<file path="src/tpsbl_pkg.sv">
`timescale 1ns / 1ps
// ----------------------------------------------------------------------------
// tpsbl_pkg
// Shared types and constants for the two-wire byte link device side.
// ----------------------------------------------------------------------------
package tpsbl_pkg;

   localparam int unsigned OpWidth    = 2;
   localparam int unsigned ByteWidth  = 8;
   localparam int unsigned DelayWidth = 10;
   localparam int unsigned CountWidth = 4;

   localparam logic [DelayWidth-1:0] DelayReset   = 10'd10;
   localparam logic [CountWidth-1:0] BitsPerByte  = 4'd8;
   localparam logic [ByteWidth-1:0]  MsbMask      = 8'h80;

   // operation codes; the spare code acts as a plain tick
   localparam logic [OpWidth-1:0] OpTick  = 2'd0;
   localparam logic [OpWidth-1:0] OpRecv  = 2'd1;
   localparam logic [OpWidth-1:0] OpSend  = 2'd2;
   localparam logic [OpWidth-1:0] OpSpare = 2'd3;

   // one sampled tick from the input channel
   typedef struct packed {
      logic [OpWidth-1:0]   operation;
      logic [ByteWidth-1:0] tx_byte;
      logic                 write_level;
      logic                 sense_level;
      logic                 motor_on;
   } request_type;

   // one result item
   typedef struct packed {
      logic                 sense_drive;
      logic                 rx_valid;
      logic [ByteWidth-1:0] rx_byte;
      logic                 tx_done;
      logic                 aborted;
      logic                 busy_res;
   } result_type;

endpackage

</file>
<file path="src/tape_port_serial_byte_link.sv">
`timescale 1ns / 1ps
// ----------------------------------------------------------------------------
// tape_port_serial_byte_link
// Device side of a two-wire byte link: one sampled line tick per item,
// receive and send of single bytes, motor abort, configurable busy delay.
//
//   channel  direction  handshake        payload
//   req_     in         valid / stall    operation, tx_byte, line levels
//   rsp_     out        valid / stall    sense_drive, rx, tx, abort, busy
//   csr_     in         valid / ready    busy_delay_ticks (10 bits)
//
// One item per cycle while req_stall is low; each result is formed combinationally
// by the sequencer and registered in the output register, or in the skid stage while rsp_stall holds it.
// Reset is synchronous; it clears the sequencer and the busy delay to 10.
// A stalled result is held in the output register, one more in a skid stage;
// req_stall rises only when both are full. csr_ready is always high.
// ----------------------------------------------------------------------------
module tape_port_serial_byte_link (
   input  logic                             clock,
   input  logic                             reset,
   input  logic                             req_valid,
   output logic                             req_stall,
   input  logic [tpsbl_pkg::OpWidth-1:0]    req_operation,
   input  logic [tpsbl_pkg::ByteWidth-1:0]  req_tx_byte,
   input  logic                             req_write_level,
   input  logic                             req_sense_level,
   input  logic                             req_motor_on,
   output logic                             rsp_valid,
   input  logic                             rsp_stall,
   output logic                             rsp_sense_drive,
   output logic                             rsp_rx_valid,
   output logic [tpsbl_pkg::ByteWidth-1:0]  rsp_rx_byte,
   output logic                             rsp_tx_done,
   output logic                             rsp_aborted,
   output logic                             rsp_busy_res,
   input  logic                             csr_valid,
   output logic                             csr_ready,
   input  logic [tpsbl_pkg::DelayWidth-1:0] csr_data
);

   tpsbl_pkg::request_type req;
   tpsbl_pkg::result_type  step_result;
   tpsbl_pkg::result_type  out_ff;
   tpsbl_pkg::result_type  skid_ff;
   logic                   out_vld_ff;
   logic                   skid_vld_ff;
   logic                   accept;
   logic                   drain;

   assign req_stall = skid_vld_ff;
   assign accept    = req_valid && !req_stall;
   assign drain     = !out_vld_ff || !rsp_stall;
   assign csr_ready = 1'b1;

   assign req.operation   = req_operation;
   assign req.tx_byte     = req_tx_byte;
   assign req.write_level = req_write_level;
   assign req.sense_level = req_sense_level;
   assign req.motor_on    = req_motor_on;

   // sequencer
   tpsbl_fsm u_fsm (
      .clock     (clock),
      .reset     (reset),
      .accept    (accept),
      .req       (req),
      .cfg_write (csr_valid && csr_ready),
      .cfg_data  (csr_data),
      .result    (step_result)
   );

   // output register and skid stage control
   always_ff @(posedge clock) begin
      if (reset) begin
         out_vld_ff  <= 1'b0;
         skid_vld_ff <= 1'b0;
      end else if (drain) begin
         if (skid_vld_ff) begin
            out_vld_ff  <= 1'b1;
            skid_vld_ff <= accept;
         end else begin
            out_vld_ff  <= accept;
         end
      end else if (accept) begin
         skid_vld_ff <= 1'b1;
      end
   end

   // output register and skid stage payload
   always_ff @(posedge clock) begin
      if (drain) begin
         if (skid_vld_ff) begin
            out_ff <= skid_ff;
            if (accept) begin
               skid_ff <= step_result;
            end
         end else if (accept) begin
            out_ff <= step_result;
         end
      end else if (accept) begin
         skid_ff <= step_result;
      end
   end

   assign rsp_valid       = out_vld_ff;
   assign rsp_sense_drive = out_ff.sense_drive;
   assign rsp_rx_valid    = out_ff.rx_valid;
   assign rsp_rx_byte     = out_ff.rx_byte;
   assign rsp_tx_done     = out_ff.tx_done;
   assign rsp_aborted     = out_ff.aborted;
   assign rsp_busy_res    = out_ff.busy_res;

endmodule

</file>
<file path="src/tpsbl_fsm.sv">
`timescale 1ns / 1ps
// ----------------------------------------------------------------------------
// tpsbl_fsm
// Link sequencer: advances one tick per accepted item and forms its result.
// ----------------------------------------------------------------------------
module tpsbl_fsm (
   input  logic                             clock,
   input  logic                             reset,
   input  logic                             accept,
   input  tpsbl_pkg::request_type           req,
   input  logic                             cfg_write,
   input  logic [tpsbl_pkg::DelayWidth-1:0] cfg_data,
   output tpsbl_pkg::result_type            result
);

   // phase codes
   localparam logic [3:0] PH_IDLE     = 4'd0;
   localparam logic [3:0] PH_RX_HIGH  = 4'd1;
   localparam logic [3:0] PH_RX_LOW   = 4'd2;
   localparam logic [3:0] PH_RX_UP    = 4'd3;
   localparam logic [3:0] PH_RX_DOWN  = 4'd4;
   localparam logic [3:0] PH_RX_DELAY = 4'd5;
   localparam logic [3:0] PH_TX_START = 4'd6;
   localparam logic [3:0] PH_TX_FALL  = 4'd7;
   localparam logic [3:0] PH_TX_RISE  = 4'd8;
   localparam logic [3:0] PH_TX_END   = 4'd9;

   logic [3:0]                       phase_ff, phase_in;
   logic [tpsbl_pkg::CountWidth-1:0] bit_count_ff, bit_count_in;
   logic [tpsbl_pkg::ByteWidth-1:0]  shift_ff, shift_in;
   logic [tpsbl_pkg::DelayWidth-1:0] delay_count_ff, delay_count_in;
   logic                             sense_ff, sense_in;
   logic [tpsbl_pkg::DelayWidth-1:0] busy_delay_ff;

   logic all_bits;

   assign all_bits = (bit_count_ff >= tpsbl_pkg::BitsPerByte);

   // next state and result for the current tick
   always_comb begin
      phase_in       = phase_ff;
      bit_count_in   = bit_count_ff;
      shift_in       = shift_ff;
      delay_count_in = delay_count_ff;
      sense_in       = sense_ff;
      result         = '0;

      unique case (phase_ff)
         PH_IDLE: begin
            if (req.operation == tpsbl_pkg::OpRecv) begin
               sense_in     = 1'b1;
               shift_in     = '0;
               bit_count_in = '0;
               phase_in     = PH_RX_HIGH;
            end else if (req.operation == tpsbl_pkg::OpSend) begin
               sense_in     = 1'b1;
               shift_in     = req.tx_byte;
               bit_count_in = '0;
               phase_in     = PH_TX_START;
            end
         end
         PH_RX_HIGH: begin
            if (req.motor_on) begin
               result.aborted = 1'b1;
               phase_in       = PH_IDLE;
            end else if (req.write_level) begin
               shift_in     = {shift_ff[tpsbl_pkg::ByteWidth-2:0], req.sense_level};
               bit_count_in = bit_count_ff + 1'b1;
               phase_in     = PH_RX_LOW;
            end
         end
         PH_RX_LOW: begin
            if (req.motor_on) begin
               result.aborted = 1'b1;
               phase_in       = PH_IDLE;
            end else if (!req.write_level) begin
               phase_in = all_bits ? PH_RX_UP : PH_RX_HIGH;
            end
         end
         PH_RX_UP: begin
            if (req.motor_on) begin
               result.aborted = 1'b1;
               phase_in       = PH_IDLE;
            end else if (req.sense_level) begin
               phase_in = PH_RX_DOWN;
            end
         end
         PH_RX_DOWN: begin
            if (req.motor_on) begin
               result.aborted = 1'b1;
               phase_in       = PH_IDLE;
            end else if (!req.sense_level) begin
               if (busy_delay_ff == '0) begin
                  sense_in        = 1'b0;
                  result.rx_valid = 1'b1;
                  result.rx_byte  = shift_ff;
                  phase_in        = PH_IDLE;
               end else begin
                  delay_count_in = busy_delay_ff;
                  phase_in       = PH_RX_DELAY;
               end
            end
         end
         PH_RX_DELAY: begin
            // motor is ignored while the busy delay runs
            if (delay_count_ff <= 1) begin
               delay_count_in  = '0;
               sense_in        = 1'b0;
               result.rx_valid = 1'b1;
               result.rx_byte  = shift_ff;
               phase_in        = PH_IDLE;
            end else begin
               delay_count_in = delay_count_ff - 1'b1;
            end
         end
         PH_TX_START: begin
            if (req.motor_on) begin
               result.aborted = 1'b1;
               result.tx_done = 1'b1;
               phase_in       = PH_IDLE;
            end else if (req.write_level) begin
               phase_in = PH_TX_FALL;
            end
         end
         PH_TX_FALL: begin
            if (req.motor_on) begin
               result.aborted = 1'b1;
               result.tx_done = 1'b1;
               sense_in       = 1'b0;
               phase_in       = PH_IDLE;
            end else if (!req.write_level) begin
               sense_in     = |(shift_ff & tpsbl_pkg::MsbMask);
               shift_in     = {shift_ff[tpsbl_pkg::ByteWidth-2:0], 1'b0};
               bit_count_in = bit_count_ff + 1'b1;
               phase_in     = PH_TX_RISE;
            end
         end
         PH_TX_RISE: begin
            if (req.motor_on) begin
               // abort after the last bit counts as a normal end
               result.aborted = !all_bits;
               result.tx_done = 1'b1;
               sense_in       = 1'b0;
               phase_in       = PH_IDLE;
            end else if (req.write_level) begin
               phase_in = all_bits ? PH_TX_END : PH_TX_FALL;
            end
         end
         PH_TX_END: begin
            if (req.motor_on || !req.write_level) begin
               result.tx_done = 1'b1;
               sense_in       = 1'b0;
               phase_in       = PH_IDLE;
            end
         end
         default: begin
            phase_in = PH_IDLE;
         end
      endcase

      result.sense_drive = sense_in;
      result.busy_res    = (phase_in != PH_IDLE);
   end

   // state registers, updated once per accepted tick
   always_ff @(posedge clock) begin
      if (reset) begin
         phase_ff       <= PH_IDLE;
         bit_count_ff   <= '0;
         shift_ff       <= '0;
         delay_count_ff <= '0;
         sense_ff       <= 1'b1;
      end else if (accept) begin
         phase_ff       <= phase_in;
         bit_count_ff   <= bit_count_in;
         shift_ff       <= shift_in;
         delay_count_ff <= delay_count_in;
         sense_ff       <= sense_in;
      end
   end

   // busy delay register
   always_ff @(posedge clock) begin
      if (reset) begin
         busy_delay_ff <= tpsbl_pkg::DelayReset;
      end else if (cfg_write) begin
         busy_delay_ff <= cfg_data;
      end
   end

endmodule
</file>
<file path="config.mk">
export PLATFORM = sky130hd
export DESIGN_NAME = tape_port_serial_byte_link
export DESIGN_NICKNAME = d
export VERILOG_FILES = /design/src/tpsbl_pkg.sv /design/src/tape_port_serial_byte_link.sv /design/src/tpsbl_fsm.sv
export SDC_FILE = /design/constraint.sdc
export NUM_CORES = 1
export LEC_CHECK = 0
export ABC_AREA = 0
export BUFFER_PORTS_ARGS = -buffer_cell sky130_fd_sc_hd__buf_2
export CAP_MARGIN = 15
export CORE_MARGIN = 4
export CORE_UTILIZATION = 60
export CTS_BUF_LIST = sky130_fd_sc_hd__clkbuf_2 sky130_fd_sc_hd__clkbuf_4 sky130_fd_sc_hd__clkbuf_8
export DETAILED_ROUTE_END_ITERATION = 7
export PLACE_DENSITY = 0.78
export SYNTH_ARGS = -nofsm -noshare
export SYNTH_HDL_FRONTEND = slang
export SYNTH_SLANG_ARGS = --single-unit
</file>
<file path="constraint.sdc">
create_clock -name clock -period 3.14 [get_ports clock]
set_clock_uncertainty 0.2 [all_clocks]
set_input_delay 0.157 -clock clock [delete_from_list [all_inputs] [get_ports clock]]
set_output_delay 0.157 -clock clock [all_outputs]
set_load 0.01 [all_outputs]
</file>
# Yosys cells after proc, flatten, opt, wreduce, memory -nomap -nowiden
# Cells that the tools add are included.
# Widths: inputs -> output; s select.
# classes
n_addsub,2
n_lt_le_gt_ge,2
n_eq_ne,20
muxes,72
n_reduce_logical,20
# op_table
op,count
$mux 4,25
$mux 13,5
$mux 8,6
$mux 10,4
$pmux 4 s10,1
$mux 9,4
$pmux 8 s3,1
$pmux 10 s2,1
$pmux 9 s2,1
$eq 4x3->1 const B,4
$mux 1,16
$ne 2x2->1 const B,8
$pmux 4 s3,1
$le 10x1->1 const B,1
$logic_not 10->1,1
$sub 10x1->10 const B,1
$eq 4x2->1 const B,2
$eq 4x4->1 const B,2
$reduce_and 7->1,1
$mux 2,3
$pmux 1 s3,2
$pmux 1 s6,1
$reduce_bool 2->1,3
$logic_not 1->1,5
16 further kinds,17
# word_totals
reg_bits,65
output_inout_bits,16
word_cells,136

# Depth between registers and ports, before layout
# depth
depth_word,9
depth_mapped,7
mapped_depth_nobuf,7

# Modules after synthesis
# A second synthesis with hierarchy kept.
# hier_totals
cells_unflattened,370
area_unflattened_um2,3579.7
# modules_own_cells
mod,n_inst,cells_per_inst,area_per_inst_um2
tpsbl_fsm,1,318,2498.6
tape_port_serial_byte_link,1,52,1081.0

# Worst setup path after synthesis
# OpenSTA, ideal clock, no wires.
# synth_path
path_kind,reg-to-reg
start,register u_fsm.busy_delay_ff[4] (netlist name)
end,"register out_ff, in the netlist rsp_sense_drive, data pin"
setup_ns,0.267
arrival_time_ns,1.828
required_time_ns,2.673
setup_slack_ns,0.846
stages_incl_launch_ff,6
path_buffers,0
synth_period_minus_slack_ns,2.294
cell_sequence,dfxtp_1 or4_1 or4_4 o31ai_1 and4_1 o31ai_1
# synth_between
elab_chain_cells,7
# synth_lines
element,line_no,rtl
"start, declared",tpsbl_fsm.sv:33,logic [tpsbl_pkg::DelayWidth-1:0] busy_delay_ff;
"start signal, assigned",tpsbl_fsm.sv:185,busy_delay_ff <= tpsbl_pkg::DelayReset;
"start signal, assigned",tpsbl_fsm.sv:187,busy_delay_ff <= cfg_data;
$logic_not 10->1,tpsbl_fsm.sv:93,if (busy_delay_ff == '0) begin
$mux 1,tpsbl_fsm.sv:93,
$mux 1,tpsbl_fsm.sv:92,end else if (!req.sense_level) begin
$mux 1,tpsbl_fsm.sv:89,if (req.motor_on) begin
$pmux 1 s6,tpsbl_fsm.sv:48,unique case (phase_ff)
$mux 13,tape_port_serial_byte_link.sv:97,end else if (accept) begin
$mux 13,tape_port_serial_byte_link.sv:92,if (skid_vld_ff) begin
"end signal, assigned",tape_port_serial_byte_link.sv:93,out_ff <= skid_ff;
"end signal, assigned",tape_port_serial_byte_link.sv:98,out_ff <= step_result;
"end, declared",tape_port_serial_byte_link.sv:43,tpsbl_pkg::result_type out_ff;
# No other way between the ends. The select of a mux whose other input is x is not followed.
# A chain may end at the register's enable or synchronous reset.

==> flow_metrics.py <==
metrics = {
    "run_status": {
        "status": "complete, no violations",
    },
    "cts": {
        "cts_made_buffers": 9,
        "cts_setup_buffers": 0,
        "clk-insertion-delay-late_ns": 0.34,
        "clock-sinks": 65,
        "cts-htree-levels": 3,
        "path_clk_slew_ns": 0.08,
        "cts_buffer_depth": 2,
        "cts_tree": "built",
        "ctsRootBufferMaster": "clkbuf_8",
    },
    "timing": {
        "fmax_mhz": 397,
        "min_period_ns": 2.52,
        "slew_headroom": 0.479,
        "period_share": 0.803,
        "tns_ns": 0,
        "finalMaxSlewViolations": 0,
        "final-hold-violation-count": 0,
        "setup_ws_ns": 0.619,
        "tightest_slew_ns": 0.782,
        "rsz0062_at_grt": "false",
        "final-setup-viol-count": 0,
    },
    "die": {
        "core-area_um2": 5540,
        "start_util": 0.622,
        "dieArea_um2": 7020,
        "die_w_um": 83.8,
        "io_pins": 44,
        "chipHeight_um": 83.8,
        "rows": 27,
    },
    "logic_synthesis": {
        "yosys-top-cells-area": "dfxtp_1, edfxtp_1, nor2_1",
        "postSynthRegisterBits": 65,
        "synth_area_um2": 3450,
        "synth_top_area_frac": 0.226,
        "synth_nets": 398,
        "ys_types": 63,
        "yosys_warnings": 0,
        "synth_common_cells": "dfxtp_1, nor2_1, edfxtp_1",
        "ys_seq_area_frac": 0.453,
        "synthArstFlopShare": 0,
        "synth_top_cell_by_area": "dfxtp_1",
        "synth_most_common_cell": "dfxtp_1",
        "postSynthAreaPerCell_um2": 9.42,
        "synth_cells": 366,
        "synth_edf_count": 26,
        "synth_ff_type": "dfxtp_1",
    },
    "finish": {
        "area_growth_pct": 20.2,
        "drive_above_1_share": 0.222,
        "regArea_um2": 1560,
        "num_antenna_cells": 0,
        "multiInputGateArea_um2": 1740,
        "fin_nets": 460,
        "fill_cells": 417,
    },
    "placed_design": {
        "dp_slack_ns": 0.491,
        "io_buffer_count": 42,
        "dp_hpwl_mm": 5.54,
        "globalplace.congestion": 0.907,
    },
    "setup_path": {
        "worstPathRequired_ns": 3.16,
        "ff2ff_path_depth": 6,
        "cp_data_arrival_time_ns": 2.54,
        "critPathLaunchType": "register",
        "cp.buffers_inverters": 1,
        "ff2ff_setup_slack_ns": 0.62,
        "worstSetupStartpoint": "u_fsm.phase_ff[2]",
        "crit_cells": 6,
        "timing.critical_path.slowest_cell_delay_ns": 0.58,
        "crit_chain": "buf_4 -> nor4b_1 -> nand2_1 -> o22ai_2 -> and2_1 -> mux2_2",
        "worstSetupPathType": "reg -> reg",
        "rr_startpoint": "u_fsm.phase_ff[2]",
        "endpoint": "rsp_rx_byte[5]",
        "slowest_stage": "dfxtp_1",
        "r2r-end": "rsp_rx_byte[5]",
        "cp-end-kind": "register",
        "cp_max_fo": 14,
        "crit_family": "simple AND/OR/NAND/NOR gates",
    },
    "global_route": {
        "busiest_layer": "met2",
        "grt_overflow": 0,
        "met1_usage": 0.302,
        "grt_pass1_vias": 2932,
        "met3_usage": 0.0503,
        "grt_use_met2": 0.415,
        "antenna_found_initial": 0,
        "grt_max_degree": 42,
        "grt.total_usage": 0.242,
        "grt_pass1_wl_mm": 13.9,
    },
    "hold_path": {
        "hp-class": "in -> reg",
    },
    "job": {
        "maxCapViolations": 0,
    },
    "drt": {
        "post-route-drc-count": 0,
        "first_pass_iters": 5,
        "totalWireLength_mm": 8.29,
        "post_drt_wl_per_cell_um": 16.4,
        "viasPerCell": 6.09,
        "drt_iter0_markers": 437,
        "vias": 3073,
        "ant_nets": 0,
    },
    "power": {
        "power.density_nw_per_um2": 474,
        "peakVddDrop_mv": 0.249,
        "p_leak_nw": 1.57,
    },
}
## sequential cells by signal, summed over array words and instances, names as in the netlist
| name | cells |
|---|---|
| u_fsm.phase_ff | 4 |
| u_fsm.busy_delay_ff | 10 |
| rsp_rx_valid | 1 |
| u_fsm.shift_ff | 8 |
| rsp_rx_byte | 8 |
| skid_ff | 13 |
| u_fsm.bit_count_ff | 4 |
| rsp_busy_res | 1 |
| u_fsm.sense_ff | 1 |
| rsp_aborted | 1 |
| rsp_valid | 1 |
| rsp_sense_drive | 1 |
| rsp_tx_done | 1 |
| u_fsm.delay_count_ff | 10 |
| req_stall | 1 |
## repair_timing
item                                   CTS  global route
hold buffers                            20             0
endpoints found under the hold margin   19             0
resized for setup                        0             0
## per-layer routing
metal / up-vias / wire [µm] / share of wire
met4: 0 / 150 / 0.018
met1: 1447 / 3410 / 0.41
met5: - / 0 / 0
met3: 16 / 478 / 0.058
li1: 1489 / - / -
met2: 121 / 4250 / 0.51
## worst register-to-register path: stages (launching register included)
cell and delay [ns]:
dfxtp_1 0.58, buf_4 0.25, nor4b_1 0.46, nand2_1 0.18
o22ai_2 0.36, and2_1 0.23, mux2_2 0.16
## area by class of cell
| type | instances | area share |
|---|---|---|
| Multi-Input combinational cell | 265 | 0.419 |
| Clock buffer | 9 | 0.0299 |
| Clock inverter | 7 | 0.0187 |
| Timing Repair Buffer | 75 | 0.123 |
| Sequential cell | 65 | 0.377 |
| Tap cell | 72 | 0.0217 |
| Inverter | 12 | 0.0109 |
## through the flow
| stage | cells | hold slack, ns | instance area, µm² | total power (W) | utilization |
|---|---|---|---|---|---|
| 2_1_floorplan | 366 | 0.0794 | 3450 | 0.00115 | - |
| 4_1_cts | 504 | 0.00742 | 4140 | 0.00197 | 0.747 |
| 5_1_grt | 505 | 0.0381 | 4140 | 0.00206 | 0.748 |
| 3_5_place_dp | 468 | 0.167 | 3730 | 0.00124 | 0.674 |
| 3_3_place_gp | 468 | 0.163 | 3730 | 0.00123 | 0.674 |
| 6_report | 505 | 0.0226 | 4140 | 0.00196 | 0.748 |
## how the worst min path moves through the flow
stage               slack (ns)  depth (start not counted)            from                     end
global placement          0.16                          2     csr_data[3]  u_fsm.busy_delay_ff[3]
CTS                      0.007                          5  req_tx_byte[0]       u_fsm.shift_ff[0]
detailed placement        0.17                          2     csr_data[1]  u_fsm.busy_delay_ff[1]
global route              0.04                          5  req_tx_byte[0]       u_fsm.shift_ff[0]
floorplan                 0.08                          1     csr_data[1]  u_fsm.busy_delay_ff[1]
finish                    0.02                          5  req_tx_byte[0]       u_fsm.shift_ff[0]
## power by group
part | switching, W | leakage, nW | total (W) | internal (W)
Clock | 0.000346 | 0.100 | 0.000719 | 0.000373
Combinational | 0.000162 | 0.913 | 0.000290 | 0.000128
Sequential | 0.0000322 | 0.560 | 0.000955 | 0.000922
Total | 0.000540 | 1.57 | 0.00196 | 0.00142
## cell families after synthesis
kind of cell | after synthesis | synth area share
AOI/OAI and AO/OA | 97 | 0.201
other | 1 | 0.00109
xor gates and xnor gates | 2 | 0.00508
DFF | 65 | 0.453
buffers and inverters | 36 | 0.0428
adders and majority gates | 4 | 0.0145
and+or+nand+nor | 140 | 0.217
muxes | 21 | 0.0650
## cell usage in the layout (no fill, tap or decap), types with 10 or more instances in the layout
cell type	n
buf_2	42
o21ai_0	15
nand2_1	23
nor2_1	36
nand3_1	15
mux2_2	11
edfxtp_1	26
nor2b_1	14
and2_1	10
dfxtp_1	39
inv_1	12
dlygate4sd3_1	20
mux2i_1	10
a21oi_1	23
buf_4	13
Note: power is estimated with default switching activity, not from simulation.
